==> config.mk <==
export PLATFORM = sky130hd
export DESIGN_NAME = aes128_key_store
export DESIGN_NICKNAME = d
export VERILOG_FILES = /design/src/hdl/aes128_pkg.sv /design/src/hdl/aes128_key_store.sv
export SDC_FILE = /design/constraint.sdc
export NUM_CORES = 1
export LEC_CHECK = 0
export BUFFER_PORTS_ARGS = -buffer_cell sky130_fd_sc_hd__buf_2
export CAP_MARGIN = 10
export CELL_PAD_IN_SITES_DETAIL_PLACEMENT = 1
export CELL_PAD_IN_SITES_GLOBAL_PLACEMENT = 1
export CORE_AREA = 2 2 578 580
export CTS_CLUSTER_DIAMETER = 40
export DETAILED_ROUTE_END_ITERATION = 10
export DIE_AREA = 0 0 580 582
export PLACE_DENSITY = 0.44
export SLEW_MARGIN = 15
export SYNTH_ARGS = -nofsm -noshare
export SYNTH_HDL_FRONTEND = slang
export SYNTH_SLANG_ARGS = --single-unit
==> constraint.sdc <==
create_clock -name clk -period 11.9 [get_ports clk]
set_input_delay 2.975 -clock clk [delete_from_list [all_inputs] [get_ports clk]]
set_output_delay 2.975 -clock clk [all_outputs]
set_load 0.05 [all_outputs]
==> src/hdl/aes128_pkg.sv <==
// Package for the AES-128 block encryption core.
// Holds widths, operation codes, the S-box table and the round functions.
// No dependencies.
`default_nettype none

package aes128_pkg;

  localparam int HALF_W     = 64;
  localparam int BLOCK_W    = 2 * HALF_W;
  localparam int KEY_WORDS  = 22;
  localparam int KEY_IDX_W  = 5;
  localparam int NUM_ROUNDS = 10;

  localparam logic [7:0] MIX_REDUCE = 8'h1b;

  typedef enum logic {
    OP_LOAD    = 1'b0,
    OP_ENCRYPT = 1'b1
  } op_t;

  localparam logic [7:0] SBOX [256] = '{
    8'h63,8'h7c,8'h77,8'h7b,8'hf2,8'h6b,8'h6f,8'hc5,8'h30,8'h01,8'h67,8'h2b,8'hfe,8'hd7,8'hab,8'h76,
    8'hca,8'h82,8'hc9,8'h7d,8'hfa,8'h59,8'h47,8'hf0,8'had,8'hd4,8'ha2,8'haf,8'h9c,8'ha4,8'h72,8'hc0,
    8'hb7,8'hfd,8'h93,8'h26,8'h36,8'h3f,8'hf7,8'hcc,8'h34,8'ha5,8'he5,8'hf1,8'h71,8'hd8,8'h31,8'h15,
    8'h04,8'hc7,8'h23,8'hc3,8'h18,8'h96,8'h05,8'h9a,8'h07,8'h12,8'h80,8'he2,8'heb,8'h27,8'hb2,8'h75,
    8'h09,8'h83,8'h2c,8'h1a,8'h1b,8'h6e,8'h5a,8'ha0,8'h52,8'h3b,8'hd6,8'hb3,8'h29,8'he3,8'h2f,8'h84,
    8'h53,8'hd1,8'h00,8'hed,8'h20,8'hfc,8'hb1,8'h5b,8'h6a,8'hcb,8'hbe,8'h39,8'h4a,8'h4c,8'h58,8'hcf,
    8'hd0,8'hef,8'haa,8'hfb,8'h43,8'h4d,8'h33,8'h85,8'h45,8'hf9,8'h02,8'h7f,8'h50,8'h3c,8'h9f,8'ha8,
    8'h51,8'ha3,8'h40,8'h8f,8'h92,8'h9d,8'h38,8'hf5,8'hbc,8'hb6,8'hda,8'h21,8'h10,8'hff,8'hf3,8'hd2,
    8'hcd,8'h0c,8'h13,8'hec,8'h5f,8'h97,8'h44,8'h17,8'hc4,8'ha7,8'h7e,8'h3d,8'h64,8'h5d,8'h19,8'h73,
    8'h60,8'h81,8'h4f,8'hdc,8'h22,8'h2a,8'h90,8'h88,8'h46,8'hee,8'hb8,8'h14,8'hde,8'h5e,8'h0b,8'hdb,
    8'he0,8'h32,8'h3a,8'h0a,8'h49,8'h06,8'h24,8'h5c,8'hc2,8'hd3,8'hac,8'h62,8'h91,8'h95,8'he4,8'h79,
    8'he7,8'hc8,8'h37,8'h6d,8'h8d,8'hd5,8'h4e,8'ha9,8'h6c,8'h56,8'hf4,8'hea,8'h65,8'h7a,8'hae,8'h08,
    8'hba,8'h78,8'h25,8'h2e,8'h1c,8'ha6,8'hb4,8'hc6,8'he8,8'hdd,8'h74,8'h1f,8'h4b,8'hbd,8'h8b,8'h8a,
    8'h70,8'h3e,8'hb5,8'h66,8'h48,8'h03,8'hf6,8'h0e,8'h61,8'h35,8'h57,8'hb9,8'h86,8'hc1,8'h1d,8'h9e,
    8'he1,8'hf8,8'h98,8'h11,8'h69,8'hd9,8'h8e,8'h94,8'h9b,8'h1e,8'h87,8'he9,8'hce,8'h55,8'h28,8'hdf,
    8'h8c,8'ha1,8'h89,8'h0d,8'hbf,8'he6,8'h42,8'h68,8'h41,8'h99,8'h2d,8'h0f,8'hb0,8'h54,8'hbb,8'h16
  };

  localparam logic [3:0] SHIFT_SRC [16] = '{
    4'd0, 4'd5, 4'd10, 4'd15, 4'd4, 4'd9, 4'd14, 4'd3,
    4'd8, 4'd13, 4'd2, 4'd7, 4'd12, 4'd1, 4'd6, 4'd11
  };

  function automatic logic [7:0] xtime(logic [7:0] v);
    return {v[6:0], 1'b0} ^ (v[7] ? MIX_REDUCE : 8'h00);
  endfunction

  function automatic logic [BLOCK_W-1:0] sub_shift(logic [BLOCK_W-1:0] s);
    logic [7:0]         t [16];
    logic [BLOCK_W-1:0] o;
    for (int i = 0; i < 16; i++) begin
      t[i] = SBOX[s[BLOCK_W-1-8*i -: 8]];
    end
    for (int i = 0; i < 16; i++) begin
      o[BLOCK_W-1-8*i -: 8] = t[SHIFT_SRC[i]];
    end
    return o;
  endfunction

  function automatic logic [BLOCK_W-1:0] mix_columns(logic [BLOCK_W-1:0] s);
    logic [7:0]         a [4];
    logic [BLOCK_W-1:0] o;
    logic [1:0]         r1;
    logic [1:0]         r2;
    logic [1:0]         r3;
    for (int c = 0; c < 4; c++) begin
      for (int r = 0; r < 4; r++) begin
        a[r] = s[BLOCK_W-1-8*(4*c+r) -: 8];
      end
      for (int r = 0; r < 4; r++) begin
        r1 = 2'(r + 1);
        r2 = 2'(r + 2);
        r3 = 2'(r + 3);
        o[BLOCK_W-1-8*(4*c+r) -: 8] = xtime(a[r]) ^ xtime(a[r1]) ^ a[r1] ^ a[r2] ^ a[r3];
      end
    end
    return o;
  endfunction

endpackage

`default_nettype wire

==> src/hdl/aes128_key_store.sv <==
// Round key store: 22 words of 64 bits, written one word per load transfer.
// Depends on aes128_pkg.
`default_nettype none

module aes128_key_store import aes128_pkg::*; (
  input  logic                 clk,
  input  logic                 wr_en,
  input  logic [KEY_IDX_W-1:0] wr_idx,
  input  logic [HALF_W-1:0]    wr_data,
  output logic [HALF_W-1:0]    words [KEY_WORDS]
);

  logic [HALF_W-1:0] words_r [KEY_WORDS];

  // Drop writes to slots beyond the last word.
  always_ff @(posedge clk) begin
    for (int j = 0; j < KEY_WORDS; j++) begin
      if (wr_en && wr_idx == KEY_IDX_W'(j)) begin
        words_r[j] <= wr_data;
      end
    end
  end

  assign words = words_r;

endmodule

`default_nettype wire

==> results.cfg, run 1 <==
[drt]
detail_route.vias_per_cell = 3.00
initial_detailed_routing_violation_count = 1665
routed_wl_um = 185000
wl_per_cell_um = 23.7
detail_route.drc_violations = 0
detailroute.via_count = 23400
detail-route-antenna-nets = 0
dr.pass1.iters = 5

[floorplanning]
die_y_um = 582
die_area_um2 = 338000
die_w_um = 580
starting_utilization_of_the_core_area_pct = 12.8
core_area_um2 = 332000
core.rowCount = 212
io_pins = 1479

[synthesis]
synth.ff_latch_count = 1408
synth.cell_area_um2 = 42500
synthesis.instances = 1442
synth.yosys.seq_area_share_pct = 99.5
syn-num-nets = 1513
postSynthAreaPerCell_um2 = 29.5
synth.distinct_cells = 12
yosys_warnings = 0

[pwr]
netSwitchingPower_mw = 2.98
powerDensity_nw_per_um2 = 202
combinationalPowerShare_pct = 3.3
totalPowerFinal_mw = 12.9
switching_share_pct = 23.1
cellInternalPower_mw = 9.92
power.share.sequential_pct = 43.0
vdd_ir_drop_max_mv = 0.126
total_leakage_power_nw = 22.7
p_clk_share_pct = 53.7

[worst_setup_path]
worstPathRequired_ns = 12.38
worstPathArrival_ns = 5.48
critical_path.max_fanout = 35
cp-start-kind = input pin
crit_path_end_kind = flip-flop
critical_path_class = input pin to flip-flop

[placement]
gp_routability_congestion = 0.749
place.port_buffers = 1478
postPlaceCellArea_um2 = 55900
preCtsSetupSlack_ns = 5.90
dp_hpwl_um = 127000

[sta]
worst_slew_pin_tran_ns = 1.04
rsz_0062_raised_after_global_routing = false
slew-limit-headroom_pct = 30.4
layout_setup_ws_ns = 6.90
fin_setup_tns_ns = 0
final.min_clock_period_ns = 5.00
fin_hold_viols = 0
achievable-frequency_mhz = 200
whs_ns = 2.63
final_max_slew_viol_count = 0
final-setup-viol-count = 0
finalCritPeriodShare_pct = 42.0

[clock_tree]
ctsHtreeMaxLevel = 4
cts_num_sinks = 1408
cts_made_buffers = 230
max-clock-path-buffers = 4
post-cts-setup-buffers = 0
post_cts_hold_buffer_count = 0
clock_slew_seen_by_the_registers_of_the_worst_setup_and_hold_paths_ns = 0.06
cts_root_buf = sky130_fd_sc_hd__clkbuf_16
tritoncts = yes
cts_repair_resize_count = 0

[worst_hold_path]
min-delay-path-class = input pin to flip-flop

[final_layout]
layout_common_cells = sky130_fd_sc_hd__buf_2, sky130_fd_sc_hd__edfxtp_1, sky130_fd_sc_hd__clkbuf_16, sky130_fd_sc_hd__buf_4, sky130_fd_sc_hd__bufinv_16
final_nets = 3268
largest_register_ff_count = 1408
postLayoutCellArea_um2 = 64000
syn_to_final_growth_pct = 50.6
fill_cells = 36500
layout.cells.most_common = sky130_fd_sc_hd__buf_2
post_route_cells_drive_above_1_share_pct = 57.0

[run_status]
result_of_the_run = finished, final reports clean

[grt]
largest_net_degree_at_the_start_of_global_routing = 65
grt_pass1_wl_um = 238000
antenna_found_initial = 38
grt_util_all_layers_pct = 10.4
first_global_vias = 24300
grt.overflow.total = 0

[run]
drv_cap = 0
## stage by stage
step,util (%),std cells
after floorplan,-,1442
after global placement,16.8,7352
after detailed placement,16.8,7352
after CTS,19.3,7777
after global routing,19.3,7778
final,19.3,7791
## area by class of cell
class / count / area [um2] / area share (%)
diodes: 14 / 35.0 / 0.0547
clock buffers: 249 / 5830 / 9.11
clock inverters: 176 / 2240 / 3.51
multi-input cells: 33 / 335 / 0.524
flip-flops and latches: 1408 / 42300 / 66.1
well taps: 4387 / 5490 / 8.58
repair buffers: 1524 / 7780 / 12.2
## critical path: stages
cell and delay, ns:
sky130_fd_sc_hd__buf_2 0.16, sky130_fd_sc_hd__or4b_4 0.61, sky130_fd_sc_hd__nor2_4 0.61, sky130_fd_sc_hd__buf_4 0.41, sky130_fd_sc_hd__buf_4 0.59
## cell usage after synthesis
cell	count	area share [%]
sky130_fd_sc_hd__nor3_2	1	0.024
sky130_fd_sc_hd__edfxtp_1	1408	100
sky130_fd_sc_hd__nand2_1	3	0.027
sky130_fd_sc_hd__nor2_1	14	0.12
sky130_fd_sc_hd__nor3b_1	1	0.018
sky130_fd_sc_hd__buf_6	1	0.027
sky130_fd_sc_hd__nor4_1	1	0.015
sky130_fd_sc_hd__or4b_4	1	0.032
sky130_fd_sc_hd__nand4b_1	1	0.021
sky130_fd_sc_hd__nor3_1	5	0.059
sky130_fd_sc_hd__nand4bb_1	3	0.080
sky130_fd_sc_hd__nand2b_1	3	0.044
## layer usage
metal	up-vias	share of wire [%]	track usage [%]
li1	9559	-	-
met1	12200	38	11.8
met2	1422	49	17.7
met3	239	11	4.45
met4	0	2.6	2.98
met5	-	0	0
## path summary, 6_finish.rpt
| kind | from | cells past startpoint | endpoint | slack, ns |
|---|---|---|---|---|
| max | wr_idx[0] | 5 | words[834] | 6.90 |
| min | wr_data[55] | 1 | words[823] | 2.63 |
## cell families after synthesis
| kind of cell | share of synthesized area, % |
|---|---|
| DFF | 99.5 |
| and+or+nand+nor | 0.442 |
| buffers and inverters | 0.0265 |
## power groups by stage
| stage | Clock (mW) | Combinational [mW] | Sequential [mW] |
|---|---|---|---|
| 2_1_floorplan | 0 | 0.0152 | 5.83 |
| 6_report | 6.93 | 0.426 | 5.54 |
| 5_1_grt | 7.30 | 0.445 | 5.54 |
| 3_5_place_dp | 0 | 0.439 | 5.64 |
| 3_3_place_gp | 0 | 0.439 | 5.64 |
| 4_1_cts | 7.12 | 0.440 | 5.54 |
(Power assumes the default switching activity.)
==> inputs of run 2 (changes only) <==
Clock period 11.9 ns to 5.05 ns, I/O delays scaled along.
==> run 2 against run 1 <==
  * Non-clock buffer count is the same
  * Power up 130%
  * Cell area hardly changed
  * Critical path depth decreased by 4
  * Die area unchanged
  * Combinational power increased by 140%
  * Cell count down 0.13%
  * Routed wire length fell by 0.45%
  * Global-route usage decreased by 0.073 points
  * Count of clock-buffer cells in the layout decreased by 5
  * Critical endpoint is now words[664]
  * Highest routed layer unchanged
==> results.cfg, run 2 (same netlist as run 1, synthesis figures left out) <==
[run_status]
result_of_the_run = finished, final reports clean

[drt]
detail-route-antenna-nets = 0
detailroute.via_count = 23400
routed_wl_um = 184000
detail_route.vias_per_cell = 3.01
detail_route.drc_violations = 0
wl_per_cell_um = 23.6
dr.pass1.iters = 5
initial_detailed_routing_violation_count = 1835

[sta]
fin_hold_viols = 0
final-setup-viol-count = 0
final_max_slew_viol_count = 0
slew-limit-headroom_pct = 36.8
finalCritPeriodShare_pct = 58.5
achievable-frequency_mhz = 338
worst_slew_pin_tran_ns = 0.948
final.min_clock_period_ns = 2.95
rsz_0062_raised_after_global_routing = false

[floorplanning]
die_y_um = 582
starting_utilization_of_the_core_area_pct = 12.8
die_w_um = 580
die_area_um2 = 338000
core_area_um2 = 332000
io_pins = 1479
core.rowCount = 212

[pwr]
total_leakage_power_nw = 22.7
totalPowerFinal_mw = 30.2
powerDensity_nw_per_um2 = 471
vdd_ir_drop_max_mv = 0.325

[worst_hold_path]
hold_path_end = words[544]
min-delay-path-class = input pin to flip-flop
hold_path_depth = 1
hold_path.startpoint = wr_data[32]

[clock_tree]
tritoncts = yes
post_cts_hold_buffer_count = 0
cts_root_buf = sky130_fd_sc_hd__clkbuf_16
clock_slew_seen_by_the_registers_of_the_worst_setup_and_hold_paths_ns = 0.06
max-clock-path-buffers = 4
ctsHtreeMaxLevel = 4
post-cts-setup-buffers = 0
cts_repair_resize_count = 0
cts_num_sinks = 1408
cts_made_buffers = 225

[worst_setup_path]
critical-path-slowest-cell = sky130_fd_sc_hd__edfxtp_1
worstPathArrival_ns = 1.69
worst-path-buf-inv = 1
critical_path.max_fanout = 1
worstPathRequired_ns = 3.79
cp-start-kind = flip-flop
crit_path_end_kind = output pin
worst_path_dominant_cell_family = flip-flops
cp_cell_sequence = buf_2
critical_path_class = flip-flop to output pin
critPathMaxStageDelay_ns = 0.52

[run]
drv_cap = 0

[grt]
grt_pass1_wl_um = 236000
largest_net_degree_at_the_start_of_global_routing = 65
first_global_vias = 24400
grt.overflow.total = 0
antenna_found_initial = 45
grt_util_all_layers_pct = 10.3

[placement]
placedCellCount = 7352
gp_routability_congestion = 0.730
dp_hpwl_um = 124000
place.port_buffers = 1478

[final_layout]
final_nets = 3263
syn_to_final_growth_pct = 50.8
post_route_cells_drive_above_1_share_pct = 57.1
layout_common_cells = sky130_fd_sc_hd__buf_2, sky130_fd_sc_hd__edfxtp_1, sky130_fd_sc_hd__clkbuf_16, sky130_fd_sc_hd__inv_6, sky130_fd_sc_hd__bufinv_16
fill_cells = 36400
largest_register_ff_count = 1408
layout.cells.most_common = sky130_fd_sc_hd__buf_2
finalNonFillerCells = 7781
[run 2: cell types whose count changed in the layout (fill, tap and decap cells not counted), moves of 2 or more]
cell and change:
sky130_fd_sc_hd__buf_12 +13, sky130_fd_sc_hd__buf_4 -15, sky130_fd_sc_hd__bufinv_16 -2, sky130_fd_sc_hd__clkbuf_16 -5, sky130_fd_sc_hd__clkinv_1 -9, sky130_fd_sc_hd__clkinv_4 +3, sky130_fd_sc_hd__clkinv_8 -7, sky130_fd_sc_hd__clkinvlp_4 -9
sky130_fd_sc_hd__diode_2 +2, sky130_fd_sc_hd__inv_6 +11, sky130_fd_sc_hd__inv_8 +5, sky130_fd_sc_hd__nor3_2 -5, sky130_fd_sc_hd__nor3_4 +5
[run 2: metal layers]
metal	up-vias	part of all wire, %	track usage (%)
li1	9548	-	-
met3	291	11	4.54
met5	-	0	0
met4	0	3.1	3.50
met2	1475	49	17.8
met1	12100	37	11.3
[run 2: cell type report]
cell class	count	area, um2	area share (%)
Multi-Input combinational cell	33	382	0.596
Timing Repair Buffer	1524	7950	12.4
Clock inverter	169	2190	3.42
Sequential cell	1408	42300	66.0
Tap cell	4387	5490	8.57
Antenna cell	16	40.0	0.0625
Clock buffer	244	5700	8.90
[run 2: worst max path at each step]
stage                     startpoint           to  cells after the start
final                     words[664]   words[664]                      1
after global routing      words[389]   words[389]                      1
after CTS                 words[747]   words[747]                      1
after detailed placement   wr_idx[0]   words[891]                      4
after global placement     wr_idx[0]  words[1246]                      4
after floorplan            wr_idx[3]   words[100]                      2
[run 2: report_power, final]
part | internal (mW) | switching (mW)
logic | 0.111 | 0.895
clock network | 10.0 | 6.12
registers | 13.0 | 0.0343
total | 23.1 | 7.05
[run 2: per-stage QoR]
stage / util [%] / cell area (um2) / setup TNS [ns] / hold slack, ns / setup WS (ns)
2_1_floorplan: - / 42500 / -37.03 / 1.36 / -0.511
3_3_place_gp: 16.9 / 56100 / 0 / 1.80 / 1.08
3_5_place_dp: 16.9 / 56100 / 0 / 1.80 / 1.43
4_1_cts: 19.3 / 64000 / 0 / 0.812 / 1.89
5_1_grt: 19.3 / 64000 / 0 / 0.852 / 1.96
6_report: 19.3 / 64000 / 0 / 0.928 / 2.10
